==> config.mk <==
export PLATFORM = sky130hd
export DESIGN_NAME = nmea_sentence_framer_checker_unit
export DESIGN_NICKNAME = d
export VERILOG_FILES = /design/src/rtl/nsfc_pkg.sv /design/src/rtl/nmea_sentence_framer_checker_unit.sv /design/src/rtl/nsfc_front.sv /design/src/rtl/nsfc_queue.sv /design/src/rtl/nsfc_back.sv
export SDC_FILE = /design/constraint.sdc
export NUM_CORES = 1
export LEC_CHECK = 0
export BUFFER_PORTS_ARGS = -buffer_cell sky130_fd_sc_hd__clkbuf_2
export CAP_MARGIN = 20
export CORE_ASPECT_RATIO = 0.7
export CORE_MARGIN = 4
export CORE_UTILIZATION = 40
export CTS_CLUSTER_SIZE = 40
export DETAILED_ROUTE_END_ITERATION = 8
export GPL_TIMING_DRIVEN = 0
export SETUP_SLACK_MARGIN = 0.4
export SLEW_MARGIN = 15
export SYNTH_ARGS = -nofsm -noshare
export SYNTH_HDL_FRONTEND = slang
export SYNTH_SLANG_ARGS = --single-unit
==> constraint.sdc <==
create_clock -name i_clk -period 2.54 [get_ports i_clk]
set_input_delay 0 -clock i_clk [delete_from_list [all_inputs] [get_ports i_clk]]
set_output_delay 0 -clock i_clk [all_outputs]
set_load 0.01 [all_outputs]
==> src/rtl/nsfc_pkg.sv <==
// ----------------------------------------------------------------------------
// nsfc_pkg
// Shared types and constants for the NMEA sentence framer and checker:
// character codes, field widths, byte kinds, result status codes, the queued word and queue status.
// ----------------------------------------------------------------------------
package nsfc_pkg;

    // Character codes
    localparam logic [7:0] CH_DOLLAR  = 8'h24;
    localparam logic [7:0] CH_STAR    = 8'h2A;
    localparam logic [7:0] CH_NEWLINE = 8'h0A;

    // Widths of the result fields and the packed output word
    localparam int STATUS_W = 3;
    localparam int LEN_W    = 7;
    localparam int CSUM_W   = 8;
    localparam int RES_W    = STATUS_W + LEN_W + CSUM_W;
    localparam int RES_TDATA_W = ((RES_W + 7) / 8) * 8;

    // Kind of a received byte, set by the front end
    typedef enum logic [1:0] {
        K_OTHER   = 2'd0,
        K_DOLLAR  = 2'd1,
        K_NEWLINE = 2'd2,
        K_STAR    = 2'd3
    } t_kind;

    // Result status codes
    typedef enum logic [STATUS_W-1:0] {
        ST_OK       = 3'd0,
        ST_MISMATCH = 3'd1,
        ST_NO_STAR  = 3'd2,
        ST_BAD_HEX  = 3'd3,
        ST_OVERFLOW = 3'd4
    } t_status;

    // Classified byte, as it travels through the queue
    typedef struct packed {
        t_kind      kind;
        logic       hex_ok;   // byte is 0-9, a-f or A-F
        logic [3:0] hex_val;  // digit value when hex_ok
        logic [7:0] data;     // raw byte
    } t_item;

    // Queue status seen by the front end, the parser and the checks
    typedef struct packed {
        logic full;
        logic empty;
    } t_q_stat;

endpackage

==> src/rtl/nmea_sentence_framer_checker_unit.sv <==
// ----------------------------------------------------------------------------
// nmea_sentence_framer_checker_unit
// NMEA 0183 sentence framer with checksum check.
// ----------------------------------------------------------------------------
// Input stream: one received byte per word on i_s_tdata. '$' opens or
// restarts a sentence; bytes outside a sentence are dropped. The XOR of the
// bytes between '$' and the first '*' is compared to the two hex digits
// after the '*'. A newline closes the sentence and yields one result word.
// A sentence that passes MAX_LINE-1 stored characters is dropped with an
// overflow status.
// Output stream: one word per closed or dropped sentence, holding status,
// length ('$' included, newline excluded) and computed checksum.
// Throughput: one byte per cycle while the queue has room. A closing byte
// is written into the queue at acceptance, then parsed from the queue head
// into the output register once that register is free or being taken.
// A classifying front end feeds a FIFO_DEPTH-entry queue; the parser pops
// one word a cycle while its result register is free or being taken.
// When the receiver stalls, the result register holds, the queue fills,
// and o_s_tready drops once the queue is full.
// Reset (synchronous, active low) closes any open sentence, empties the
// queue and drops a pending result.
// ----------------------------------------------------------------------------
module nmea_sentence_framer_checker_unit #(
    parameter int MAX_LINE   = 128,
    parameter int FIFO_DEPTH = 4
) (
    input  logic       i_clk,
    input  logic       i_rst_n,
    input  logic       i_s_tvalid,
    output logic       o_s_tready,
    input  logic [7:0] i_s_tdata,   // [7:0] rx_byte
    output logic       o_m_tvalid,
    input  logic       i_m_tready,
    output logic [nsfc_pkg::RES_TDATA_W-1:0] o_m_tdata
    // o_m_tdata: [2:0] status, [9:3] sentence_length,
    //            [17:10] computed_checksum, rest zero
);

    nsfc_pkg::t_q_stat w_q_stat;
    nsfc_pkg::t_item   w_in_item;
    nsfc_pkg::t_item   w_q_item;
    logic              w_push;
    logic              w_pop;
    logic [$clog2(FIFO_DEPTH+1)-1:0] w_q_count;

    nsfc_front u_front (
        .i_s_tvalid (i_s_tvalid),
        .o_s_tready (o_s_tready),
        .i_s_tdata  (i_s_tdata),
        .i_q_stat   (w_q_stat),
        .o_push     (w_push),
        .o_item     (w_in_item)
    );

    nsfc_queue #(
        .DEPTH (FIFO_DEPTH)
    ) u_queue (
        .i_clk   (i_clk),
        .i_rst_n (i_rst_n),
        .i_push  (w_push),
        .i_item  (w_in_item),
        .i_pop   (w_pop),
        .o_item  (w_q_item),
        .o_stat  (w_q_stat),
        .o_count (w_q_count)
    );

    nsfc_back #(
        .MAX_LINE (MAX_LINE)
    ) u_back (
        .i_clk      (i_clk),
        .i_rst_n    (i_rst_n),
        .i_q_stat   (w_q_stat),
        .i_item     (w_q_item),
        .o_pop      (w_pop),
        .o_m_tvalid (o_m_tvalid),
        .i_m_tready (i_m_tready),
        .o_m_tdata  (o_m_tdata)
    );

    // Queue never holds more than its depth
    a_q_bound: assert property (@(posedge i_clk) disable iff (!i_rst_n)
        w_q_count <= ($clog2(FIFO_DEPTH+1))'(FIFO_DEPTH))
        else $error("queue fill level above depth");

    // Parser never pops an empty queue
    a_pop_ok: assert property (@(posedge i_clk) disable iff (!i_rst_n)
        w_pop |-> !w_q_stat.empty)
        else $error("pop from empty queue");

    // Input is held off only when the queue is full
    a_ready: assert property (@(posedge i_clk) disable iff (!i_rst_n)
        !o_s_tready |-> w_q_stat.full)
        else $error("input stalled with room in queue");

    // A stalled result blocks the parser
    a_stall: assert property (@(posedge i_clk) disable iff (!i_rst_n)
        (o_m_tvalid && !i_m_tready) |-> !w_pop)
        else $error("parser advanced over a stalled result");

    // Result status is a defined code
    a_status: assert property (@(posedge i_clk) disable iff (!i_rst_n)
        o_m_tvalid |-> (o_m_tdata[2:0] <= 3'd4))
        else $error("undefined result status");

endmodule

==> src/rtl/nsfc_front.sv <==
// ----------------------------------------------------------------------------
// nsfc_front
// Input side: takes bytes from the stream, classifies each one (frame marks,
// hex digit value) and pushes the classified word into the queue.
// ----------------------------------------------------------------------------
module nsfc_front (
    input  logic             i_s_tvalid,
    output logic             o_s_tready,
    input  logic [7:0]       i_s_tdata,
    input  nsfc_pkg::t_q_stat i_q_stat,
    output logic             o_push,
    output nsfc_pkg::t_item  o_item
);

    logic [7:0] w_b;
    logic       w_is_num;
    logic       w_is_upper;
    logic       w_is_lower;

    assign w_b = i_s_tdata;

    // Accept whenever the queue has room
    assign o_s_tready = !i_q_stat.full;
    assign o_push     = i_s_tvalid && !i_q_stat.full;

    // Hex digit ranges
    assign w_is_num   = (w_b >= 8'h30) && (w_b <= 8'h39);
    assign w_is_upper = (w_b >= 8'h41) && (w_b <= 8'h46);
    assign w_is_lower = (w_b >= 8'h61) && (w_b <= 8'h66);

    // Classify the byte
    always_comb begin
        o_item.data   = w_b;
        o_item.hex_ok = w_is_num || w_is_upper || w_is_lower;
        if (w_is_num) begin
            o_item.hex_val = w_b[3:0];
        end else if (w_is_upper || w_is_lower) begin
            // 'A'/'a' low nibble is 1, value is low nibble + 9
            o_item.hex_val = w_b[3:0] + 4'd9;
        end else begin
            o_item.hex_val = 4'd0;
        end
        unique case (w_b)
            nsfc_pkg::CH_DOLLAR:  o_item.kind = nsfc_pkg::K_DOLLAR;
            nsfc_pkg::CH_NEWLINE: o_item.kind = nsfc_pkg::K_NEWLINE;
            nsfc_pkg::CH_STAR:    o_item.kind = nsfc_pkg::K_STAR;
            default:              o_item.kind = nsfc_pkg::K_OTHER;
        endcase
    end

endmodule

==> src/rtl/nsfc_queue.sv <==
// ----------------------------------------------------------------------------
// nsfc_queue
// Short first-in first-out queue of classified bytes between the front end
// and the parser. Push and pop may happen in the same cycle.
// ----------------------------------------------------------------------------
module nsfc_queue #(
    parameter int DEPTH = 4
) (
    input  logic              i_clk,
    input  logic              i_rst_n,
    input  logic              i_push,
    input  nsfc_pkg::t_item   i_item,
    input  logic              i_pop,
    output nsfc_pkg::t_item   o_item,
    output nsfc_pkg::t_q_stat o_stat,
    output logic [$clog2(DEPTH+1)-1:0] o_count
);

    localparam int AW = (DEPTH > 1) ? $clog2(DEPTH) : 1;
    localparam int CW = $clog2(DEPTH + 1);
    localparam logic [AW-1:0] LAST = AW'(DEPTH - 1);
    localparam logic [CW-1:0] FULL = CW'(DEPTH);

    nsfc_pkg::t_item r_mem [DEPTH];
    logic [AW-1:0]   r_wr_ptr, n_wr_ptr;
    logic [AW-1:0]   r_rd_ptr, n_rd_ptr;
    logic [CW-1:0]   r_count, n_count;
    logic            w_push;
    logic            w_pop;

    assign w_push = i_push && (r_count != FULL);
    assign w_pop  = i_pop && (r_count != '0);

    // Pointer and fill level update
    always_comb begin
        n_wr_ptr = r_wr_ptr;
        n_rd_ptr = r_rd_ptr;
        n_count  = r_count;
        if (w_push) begin
            n_wr_ptr = (r_wr_ptr == LAST) ? '0 : r_wr_ptr + 1'b1;
        end
        if (w_pop) begin
            n_rd_ptr = (r_rd_ptr == LAST) ? '0 : r_rd_ptr + 1'b1;
        end
        if (w_push && !w_pop) begin
            n_count = r_count + 1'b1;
        end else if (w_pop && !w_push) begin
            n_count = r_count - 1'b1;
        end
    end

    always_ff @(posedge i_clk) begin
        if (!i_rst_n) begin
            r_wr_ptr <= '0;
            r_rd_ptr <= '0;
            r_count  <= '0;
        end else begin
            r_wr_ptr <= n_wr_ptr;
            r_rd_ptr <= n_rd_ptr;
            r_count  <= n_count;
        end
    end

    // Storage
    always_ff @(posedge i_clk) begin
        if (w_push) begin
            r_mem[r_wr_ptr] <= i_item;
        end
    end

    assign o_item       = r_mem[r_rd_ptr];
    assign o_stat.full  = (r_count == FULL);
    assign o_stat.empty = (r_count == '0);
    assign o_count      = r_count;

endmodule

==> src/rtl/nsfc_back.sv <==
// ----------------------------------------------------------------------------
// nsfc_back
// Sentence parser: tracks the open sentence, its length, running XOR and
// the received checksum digits, and drives the result register.
// ----------------------------------------------------------------------------
module nsfc_back #(
    parameter int MAX_LINE = 128
) (
    input  logic            i_clk,
    input  logic            i_rst_n,
    input  nsfc_pkg::t_q_stat i_q_stat,
    input  nsfc_pkg::t_item i_item,
    output logic            o_pop,
    output logic            o_m_tvalid,
    input  logic            i_m_tready,
    output logic [nsfc_pkg::RES_TDATA_W-1:0] o_m_tdata
);

    localparam int CW = $clog2(MAX_LINE);
    localparam logic [CW-1:0] LIMIT = CW'(MAX_LINE - 1);
    localparam int PAD_W = nsfc_pkg::RES_TDATA_W - nsfc_pkg::RES_W;

    typedef enum logic [1:0] {
        PH_DATA = 2'd0,
        PH_DIG1 = 2'd1,
        PH_DIG2 = 2'd2,
        PH_DONE = 2'd3
    } t_phase;

    // Sentence state
    logic          r_in, n_in;
    logic [CW-1:0] r_cnt, n_cnt;
    logic [7:0]    r_xor, n_xor;
    t_phase        r_phase, n_phase;
    logic [7:0]    r_rcv, n_rcv;
    logic          r_herr, n_herr;

    // Result register
    logic              r_out_valid, n_out_valid;
    nsfc_pkg::t_status r_status, n_status;
    logic [6:0]        r_len, n_len;
    logic [7:0]        r_csum, n_csum;

    logic              w_emit;
    logic [CW+6:0]     w_cnt_ext;

    // Pop when the result slot is free or being emptied
    assign o_pop = !i_q_stat.empty && (!r_out_valid || i_m_tready);

    // Length field is the count masked to 7 bits
    assign w_cnt_ext = {7'd0, r_cnt};

    always_comb begin
        n_in     = r_in;
        n_cnt    = r_cnt;
        n_xor    = r_xor;
        n_phase  = r_phase;
        n_rcv    = r_rcv;
        n_herr   = r_herr;
        w_emit   = 1'b0;
        n_status = r_status;
        n_len    = r_len;
        n_csum   = r_csum;
        if (o_pop) begin
            if (i_item.kind == nsfc_pkg::K_DOLLAR) begin
                // start or restart a sentence
                n_in    = 1'b1;
                n_cnt   = CW'(1);
                n_xor   = '0;
                n_phase = PH_DATA;
                n_rcv   = '0;
                n_herr  = 1'b0;
            end else if (r_in) begin
                if (i_item.kind == nsfc_pkg::K_NEWLINE ||
                    r_cnt >= LIMIT) begin
                    w_emit = 1'b1;
                    n_len  = w_cnt_ext[6:0];
                    n_csum = r_xor;
                    if (i_item.kind != nsfc_pkg::K_NEWLINE) begin
                        n_status = nsfc_pkg::ST_OVERFLOW;
                    end else if (r_phase == PH_DATA) begin
                        n_status = nsfc_pkg::ST_NO_STAR;
                    end else if (r_phase != PH_DONE || r_herr) begin
                        n_status = nsfc_pkg::ST_BAD_HEX;
                    end else if (r_rcv != r_xor) begin
                        n_status = nsfc_pkg::ST_MISMATCH;
                    end else begin
                        n_status = nsfc_pkg::ST_OK;
                    end
                    n_in    = 1'b0;
                    n_cnt   = '0;
                    n_xor   = '0;
                    n_phase = PH_DATA;
                    n_rcv   = '0;
                    n_herr  = 1'b0;
                end else begin
                    n_cnt = r_cnt + 1'b1;
                    unique case (r_phase)
                        PH_DATA: begin
                            if (i_item.kind == nsfc_pkg::K_STAR) begin
                                n_phase = PH_DIG1;
                            end else begin
                                n_xor = r_xor ^ i_item.data;
                            end
                        end
                        PH_DIG1, PH_DIG2: begin
                            if (i_item.hex_ok) begin
                                n_rcv = {r_rcv[3:0], i_item.hex_val};
                            end else begin
                                n_herr = 1'b1;
                            end
                            n_phase = (r_phase == PH_DIG1) ? PH_DIG2 : PH_DONE;
                        end
                        default: ;  // trailing bytes only counted
                    endcase
                end
            end
        end
        // result slot
        if (w_emit) begin
            n_out_valid = 1'b1;
        end else if (i_m_tready) begin
            n_out_valid = 1'b0;
        end else begin
            n_out_valid = r_out_valid;
        end
    end

    always_ff @(posedge i_clk) begin
        if (!i_rst_n) begin
            r_in        <= 1'b0;
            r_cnt       <= '0;
            r_xor       <= '0;
            r_phase     <= PH_DATA;
            r_rcv       <= '0;
            r_herr      <= 1'b0;
            r_out_valid <= 1'b0;
        end else begin
            r_in        <= n_in;
            r_cnt       <= n_cnt;
            r_xor       <= n_xor;
            r_phase     <= n_phase;
            r_rcv       <= n_rcv;
            r_herr      <= n_herr;
            r_out_valid <= n_out_valid;
        end
    end

    // Result payload
    always_ff @(posedge i_clk) begin
        r_status <= n_status;
        r_len    <= n_len;
        r_csum   <= n_csum;
    end

    assign o_m_tvalid = r_out_valid;
    assign o_m_tdata  = {{PAD_W{1'b0}}, r_csum, r_len, r_status};

endmodule
==> summary.md, run 1 <==
| Metric | Value |
|---|---|
| Status | `finished clean` |
| Mapped cell area | `0.00496 sq mm` |
| DR iter-0 viols | `179` |
| Die Y | `101 um` |
| Multi-input gate area | `0.00187 sq mm` |
| Core Footprint | `0.0119 sq mm` |
| Initial antenna violation count | `0` |
| Setup crit end kind | `flip-flop` |
| First-pass GRT wire length | `16.0 mm` |
| Max H-tree Level | `4` |
| Post-DR wirelength/cell | `16.4 um` |
| GRT Total Usage | `14.9%` |
| CTS tree | `done` |
| RSZ-0062 raised after global routing | `true` |
| Ys async rst share | `0%` |
| Top-count cell post-synth | `edfxtp_1` |
| Cell count after synthesis | `357` |
| Slowest CP cell | `dfxtp_4` |
| Worst-path maximum fanout | `6` |
| Total Wirelength | `10.1 mm` |
| Gpl congestion | `0.829` |
| Synth cell types | `55` |
| Max-cap viol count | `0` |
| # setup viols final | `0` |
| Total grt overflow | `0` |
| Vias per inst | `5.24` |
| Data required, critical path | `2.88 ns` |
| Die W | `141 um` |
| Largest net degree at the start of global routing | `20` |
| Final hold violations | `0` |
| 1st-pass router iterations | `5` |
| Synthesis-to-layout area growth | `29.7%` |
| Register area share after synthesis | `62.1%` |
| Root buffer cell | `clkbuf_16` |
| Main synth FF type | `edfxtp_1` |
| Die ar. | `0.0143 sq mm` |
| Flop pwr share | `33.5%` |
| Fmax | `463 MHz` |
| Worst path cell trace | `nor3_4 > nor2_4 > inv_4 > buf_8 > ha_4 > inv_1 > fa_2 > xor2_1 > or3_1 > a21oi_2` |
| Design area | `0.00644 sq mm` |
| Vias after detailed routing | `3210` |
| Tot Pwr | `0.00695 W` |
| Worst path max stage delay | `0.37 ns` |
| Final worst slack | `0.379 ns` |
| Routed Antenna Nets | `0` |
| Post-DP Area | `0.00540 sq mm` |
| Number of buffers created by CTS | `17` |
| Hold WC Path Type | `in2reg` |
| Post-synth EDFFs | `78` |
| Register area | `0.00309 sq mm` |
| Final Cycle Share | `85.1%` |
| Fin util | `53.9%` |
| Net Sw Frac | `29.5%` |
| Sum of negative setup slack | `0 ns` |
| Post-route DRC | `0` |
| Synth area leaders | `edfxtp_1 47%, dfxtp_1 15%, mux4_2 6.8%, ha_1 3.8%, nand3b_1 2.9%` |
| Sink Count | `115` |
| Max clock buf depth | `2` |
| Worst EP arrival | `2.50 ns` |
| Starting density of the core | `41.6%` |
| Internal power | `0.00490 W` |
| Psw | `0.00205 W` |
| Worst slew pin tran | `0.815 ns` |
| I/O Buffers | `31` |
| Max Slew Vio Count | `0` |
| Fin crit period | `2.16 ns` |
| Number of global-route vias before repair | `3029` |
| Max-slew headroom | `45.7%` |
| Site Rows | `33` |
| Startpoint types | `flip-flop` |
| Clk_lat worst skew | `0.41 ns` |
| Clock transition at path regs | `0.06 ns` |
| Fillers | `1024` |
| Synth Warn # | `0` |
| Critical Setup Path Class | `reg2reg` |
| Clk pwr share | `36.3%` |
| Max VDD drop | `588 uV` |
| Pwr/cell area | `1080 mW/mm^2` |
| Syn Area/Cell | `13.9 sq um` |
| Top-level port count | `38` |
| Largest area contributor in the netlist | `edfxtp_1` |
| Worst path bufs/invs | `3` |
| Flops & latches, synth | `115` |
| Nets | `471` |
| Yosys top cell area share | `47.2%` |
| CP top delay family | `simple AND/OR/NAND/NOR gates` |
| Leakage | `2.33 nW` |
| Share of cells above drive strength 1 | `30.9%` |
| Top cells by count, synth | `78 x edfxtp_1, 37 x dfxtp_1, 19 x nand3b_1, 17 x inv_1, 17 x nor2_1` |
| DP Worst Slack | `0.184 ns` |
| N_diodes | `0` |
| Dpl hpwl | `6.59 mm` |
| Final worst clock skew | `0.0158 ns` |
| Logic gate share of total power | `30.2%` |
[layout by cell type (no fill, tap or decap), types with 4 or more instances in the layout]
cell	Yosys	layout
a31oi_1	9	9
nand4_1	4	4
inv_1	17	15
ha_1	15	14
clkinvlp_4	0	4
o21ai_0	13	11
nand3_1	8	7
clkbuf_1	7	4
edfxtp_1	78	78
clkbuf_2	0	33
o22ai_1	4	4
conb_1	1	6
buf_4	7	23
mux4_2	15	15
and3_1	5	5
xnor2_1	7	7
mux2i_1	4	4
o21ai_1	3	4
buf_6	2	5
dfxtp_1	37	34
nor2_1	17	15
bufinv_16	0	4
nand2_1	14	13
dlygate4sd3_1	0	9
nand3b_1	19	19
a21oi_1	13	12
a22o_1	8	8
clkbuf_16	0	18
[timing repair]
action                                  CTS  global route
gates cloned                              0             2
endpoints found under the hold margin    33             0
buffers inserted                          8            12
endpoints found under the setup margin   41            50
gates resized for setup                   7            27
hold buffers                              9             0
pin swaps                                 8            17
[stage by stage]
| stage | hold WS (ns) | cells |
|---|---|---|
| 4_1_cts | 0.134 | 599 |
| 2_1_floorplan | 0.0989 | 362 |
| 3_5_place_dp | 0.282 | 550 |
| 5_1_grt | 0.173 | 613 |
| 3_3_place_gp | 0.269 | 550 |
| 6_report | 0.167 | 613 |
[flip-flops by register name, indices dropped and copies added, names as in the netlist, named ones only]
signal and cells:
u_queue.r_mem 60, u_back.r_herr 1, u_back.r_cnt 7, u_back.r_phase 2
u_back.r_status 3, u_back.o_m_tvalid 1, u_back.r_in 1, u_queue.r_wr_ptr 2
u_back.r_csum 8, u_queue.r_rd_ptr 2, u_back.r_xor 8, u_back.r_len 7
u_back.r_rcv 8, u_queue.o_count 3
[power groups by stage]
stage          clock network, W  logic, W  registers (W)
2_1_floorplan                 0   0.00123        0.00234
3_3_place_gp                  0   0.00161        0.00235
3_5_place_dp                  0   0.00164        0.00236
4_1_cts                 0.00258   0.00180        0.00232
5_1_grt                 0.00267   0.00228        0.00235
6_report                0.00252   0.00210        0.00233
[path summary, 6_finish.rpt]
path / start / end / slack, ns / cells after the start
min reg2reg: u_back.r_herr / u_back.r_herr / 0.47 / 2
max reg2reg: u_queue.o_count[0] / u_queue.o_count[2] / 0.38 / 10
min: i_rst_n / u_back.r_cnt[3] / 0.17 / 4
max: u_queue.o_count[0] / u_queue.o_count[2] / 0.38 / 10
[logic make-up (layout without fill, tap and decap cells)]
group,Yosys count,in the layout,share of synthesized area (%)
AOI/OAI and AO/OA,65,66,8.88
xor gates and xnor gates,11,11,2.32
adders and majority gates,17,17,4.39
buffers and inverters,35,128,3.51
DFF,115,115,62.1
muxes,19,19,7.62
other,1,6,0.0756
and+or+nand+nor,94,94,11.1
[tightest hold or removal path: cells and delay by family]
kind | cells | cell delay [ns]
buffers and inverters | 2 | 0.35
and+or+nand+nor | 1 | 0.13
AOI/OAI and AO/OA | 1 | 0.05
[metal layers]
layer	routed length, um	global-route usage (%)
met2	4450	20.7
met1	4990	21.9
met4	44	5.81
met3	588	4.48
met5	0	0
[final cells by class]
class | instances | share of cell area (%)
buffer | 18 | 2.14
clock buffer | 20 | 7.10
tap | 157 | 3.05
multi-input combinational | 213 | 29.0
timing repair buffer | 61 | 6.90
sequential | 115 | 48.0
clock inverter | 12 | 2.76
inverter | 17 | 1.07
No activity file was read; power rests on OpenSTA's default activity.
==> run 2, diff against run 1 <==
--- a/config.mk
+++ b/config.mk
@@ -5,6 +5,7 @@
 export SDC_FILE = /design/constraint.sdc
 export NUM_CORES = 1
 export LEC_CHECK = 0
+export ABC_AREA = 1
 export BUFFER_PORTS_ARGS = -buffer_cell sky130_fd_sc_hd__clkbuf_2
 export CAP_MARGIN = 20
 export CORE_ASPECT_RATIO = 0.7
==> summary.md, run 2 <==
| Metric | Value |
|---|---|
| Sink Count | `115 (unchanged)` |
| Initial antenna violation count | `0 (unchanged)` |
| Worst-path maximum fanout | `9 (+3)` |
| Final Cycle Share | `78.1% (-7.0 points)` |
| Vias after detailed routing | `3674 (+14%)` |
| Synth area leaders | `edfxtp_1 45%, dfxtp_1 14%, nand2_1 7.1%, nand3_1 4.0%, ha_1 3.6%` |
| Die W | `144 um (+2.2%)` |
| Sum of negative setup slack | `0 ns (unchanged)` |
| Yosys top cell area share | `45.1% (-2.1 points)` |
| Max-cap viol count | `0 (unchanged)` |
| Synth Warn # | `0 (unchanged)` |
| Status | `finished clean` |
| Top cells by count, synth | `98 x nand2_1, 78 x edfxtp_1, 41 x nand3_1, 39 x inv_1, 37 x dfxtp_1` |
| Logic gate share of total power | `30.7% (+0.5 points)` |
| Fmax | `504 MHz (+9.0%)` |
| Leakage | `2.45 nW (+5.4%)` |
| First-pass GRT wire length | `17.6 mm (+10%)` |
| Worst EP arrival | `2.32 ns (-0.18 ns)` |
| Net Sw Frac | `34.2% (+4.7 points)` |
| Worst hold slack | `0.405 ns (+0.237 ns)` |
| Worst Setup SP | `u_queue.o_count[0]` |
| GR Util met1 | `21.8% (-0.049 points)` |
| Ys async rst share | `0% (unchanged)` |
| Largest area contributor in the netlist | `edfxtp_1` |
| Fin cells | `742 (+21%)` |
| 1st-pass router iterations | `4 (-1)` |
| Max Slew Vio Count | `0 (unchanged)` |
| R2R Path Start | `u_queue.o_count[0]` |
| Vias per inst | `4.95 (-5.4%)` |
| Total grt overflow | `0 (unchanged)` |
| DR iter-0 viols | `219 (+22%)` |
| Synth cell types | `33 (-40%)` |
| Gpl congestion | `0.818 (-1.4%)` |
| Top-count cell post-synth | `nand2_1` |
| Total Wirelength | `11.0 mm (+9.3%)` |
| DP Worst Slack | `0.213 ns (+0.0285 ns)` |
| Clk pwr share | `34.4% (-1.9 points)` |
| Hold_sp | `i_s_tdata[7]` |
| Worst slew pin tran | `0.656 ns (-0.160 ns)` |
| Max reg flops | `60 (unchanged)` |
| Mapped cell area | `0.00519 sq mm (+4.7%)` |
| Pwr/cell area | `1050 mW/mm^2 (-2.7%)` |
| Met3 Resource Use GR | `4.00% (-0.49 points)` |
| Largest Register | `u_queue.r_mem` |
| Setup crit end kind | `flip-flop` |
| Share of cells above drive strength 1 | `19.7% (-11 points)` |
| Peak-usage layer in the global routing report | `met2` |
| Post-route DRC | `0 (unchanged)` |
| Flop pwr share | `34.9% (+1.4 points)` |
| Max VDD drop | `534 uV (-9.1%)` |
| Internal power | `0.00440 W (-10%)` |
| Die Y | `103 um (+2.1%)` |
| Inst Count DP | `698 (+27%)` |
| Die ar. | `0.0149 sq mm (+4.4%)` |
| Routed Antenna Nets | `0 (unchanged)` |
| Main synth FF type | `edfxtp_1` |
| Met2 GRT Util | `24.4% (+3.8 points)` |
| Site Rows | `34 (+3.0%)` |
| Nets | `595 (+26%)` |
| I/O Buffers | `31 (unchanged)` |
| Final worst clock skew | `0.00880 ns (-0.00702 ns)` |
| Max H-tree Level | `4 (unchanged)` |
| Dpl hpwl | `7.69 mm (+17%)` |
| Final worst slack | `0.557 ns (+0.178 ns)` |
| Top-level port count | `38 (unchanged)` |
| Starting density of the core | `41.4% (-0.19 points)` |
| Root buffer cell | `clkbuf_16` |
| GRT Total Usage | `15.7% (+0.80 points)` |
| Post-synth EDFFs | `78 (unchanged)` |
| Register area share after synthesis | `59.4% (-2.8 points)` |
| # setup viols final | `0 (unchanged)` |
| Commonest non-fill, non-tap cells in the layout | `96 x nand2_1, 78 x edfxtp_1, 41 x nand3_1` |
| Data required, critical path | `2.87 ns (about the same)` |
| Final hold violations | `0 (unchanged)` |
| RSZ-0062 raised after global routing | `true` |
| Cell count after synthesis | `496 (+39%)` |
| Number of buffers created by CTS | `17 (unchanged)` |
| Flops & latches, synth | `115 (unchanged)` |
| Syn Area/Cell | `10.5 sq um (-25%)` |
| Post-DR wirelength/cell | `14.9 um (-9.7%)` |
| Startpoint types | `flip-flop` |
| Fin crit period | `1.98 ns (-0.178 ns)` |
| Synthesis-to-layout area growth | `22.5%` |
| Clock transition at path regs | `0.05 ns (about the same)` |
| CTS tree | `done` |
| Core Footprint | `0.0125 sq mm (+5.2%)` |
| Critical Setup Path Class | `reg2reg` |
| Hold WC Path Type | `in2reg` |
| N_diodes | `0 (unchanged)` |
| Clk_lat worst skew | `0.40 ns (about the same)` |
| Psw | `0.00229 W (+11%)` |
| Max-slew headroom | `55.8% (+10 points)` |
| Max clock buf depth | `2 (unchanged)` |
| Number of global-route vias before repair | `3340 (+10%)` |
| Largest net degree at the start of global routing | `20 (unchanged)` |
| Commonest non-fill, non-tap cell in the layout | `nand2_1` |
[run 2: cell type report]
| cell class | count | area [sq um] |
|---|---|---|
| Tap cell | 162 | 203 |
| Multi-Input combinational cell | 325 | 1870 |
| Clock buffer | 19 | 433 |
| Buffer | 19 | 130 |
| Clock inverter | 13 | 141 |
| Fill cell | 1087 | 6190 |
| Sequential cell | 115 | 3080 |
| Timing Repair Buffer | 47 | 342 |
| Inverter | 42 | 161 |
[run 2: repair_timing]
action	CTS	global route
resized for setup	2	5
pin swaps	0	0
hold buffers	10	1
hold endpoints to repair	40	1
buffers inserted	1	0
setup endpoints to repair	21	25
[run 2: critical path, cell delays in order (launching register included)]
cell and delay (ns):
dfxtp_1 0.41, nor2_2 0.10, nand2_1 0.14, nand2_4 0.12, inv_1 0.07, ha_1 0.13, inv_1 0.07, fa_1 0.45
nor2_1 0.13, nor2_1 0.05, nand2_1 0.07, o21ai_0 0.08, a21oi_1 0.11
[run 2: per-stage QoR]
stage	power (W)	area [sq um]	util [%]
floorplan	0.00385	5210	-
global placement	0.00431	5570	44.4
detailed placement	0.00439	5640	44.9
CTS	0.00671	6340	50.5
global route	0.00708	6360	50.7
finish	0.00669	6360	50.7
[run 2: path summary, 6_finish.rpt]
kind	endpoint	slack, ns	depth (start not counted)
hold reg to reg	u_back.r_len[6]	0.44	0
setup reg to reg	u_queue.o_count[2]	0.56	12
hold / removal	u_queue.r_mem[1][7]	0.40	2
setup / recovery	u_queue.o_count[2]	0.56	12
[run 2: cell families (layout without fill, tap and decap cells)]
family                   count (synthesis)  after routing  synth area share [%]
other                                    1              6                0.0722
XOR/XNOR                                17             17                  2.87
buffers and inverters                   61            140                  5.54
adder cells (fa/ha/maj)                 16             16                  4.00
flip-flops                             115            115                  59.4
AND/OR/NAND/NOR                        222            222                  21.2
AO/OA/AOI/OAI                           64             64                  6.99
[run 2: metal layers]
metal	up-vias	part of all wire, %
met5	-	0
met4	0	1.0
met3	13	5.1
met2	100	45
met1	1712	49
li1	1849	-
[run 2: power by group through the flow]
stage,registers [W],logic [W],clock network (W)
floorplan,0.00235,0.00150,0
global placement,0.00236,0.00194,0
detailed placement,0.00236,0.00203,0
CTS,0.00233,0.00205,0.00233
global route,0.00235,0.00229,0.00243
finish,0.00233,0.00205,0.00230
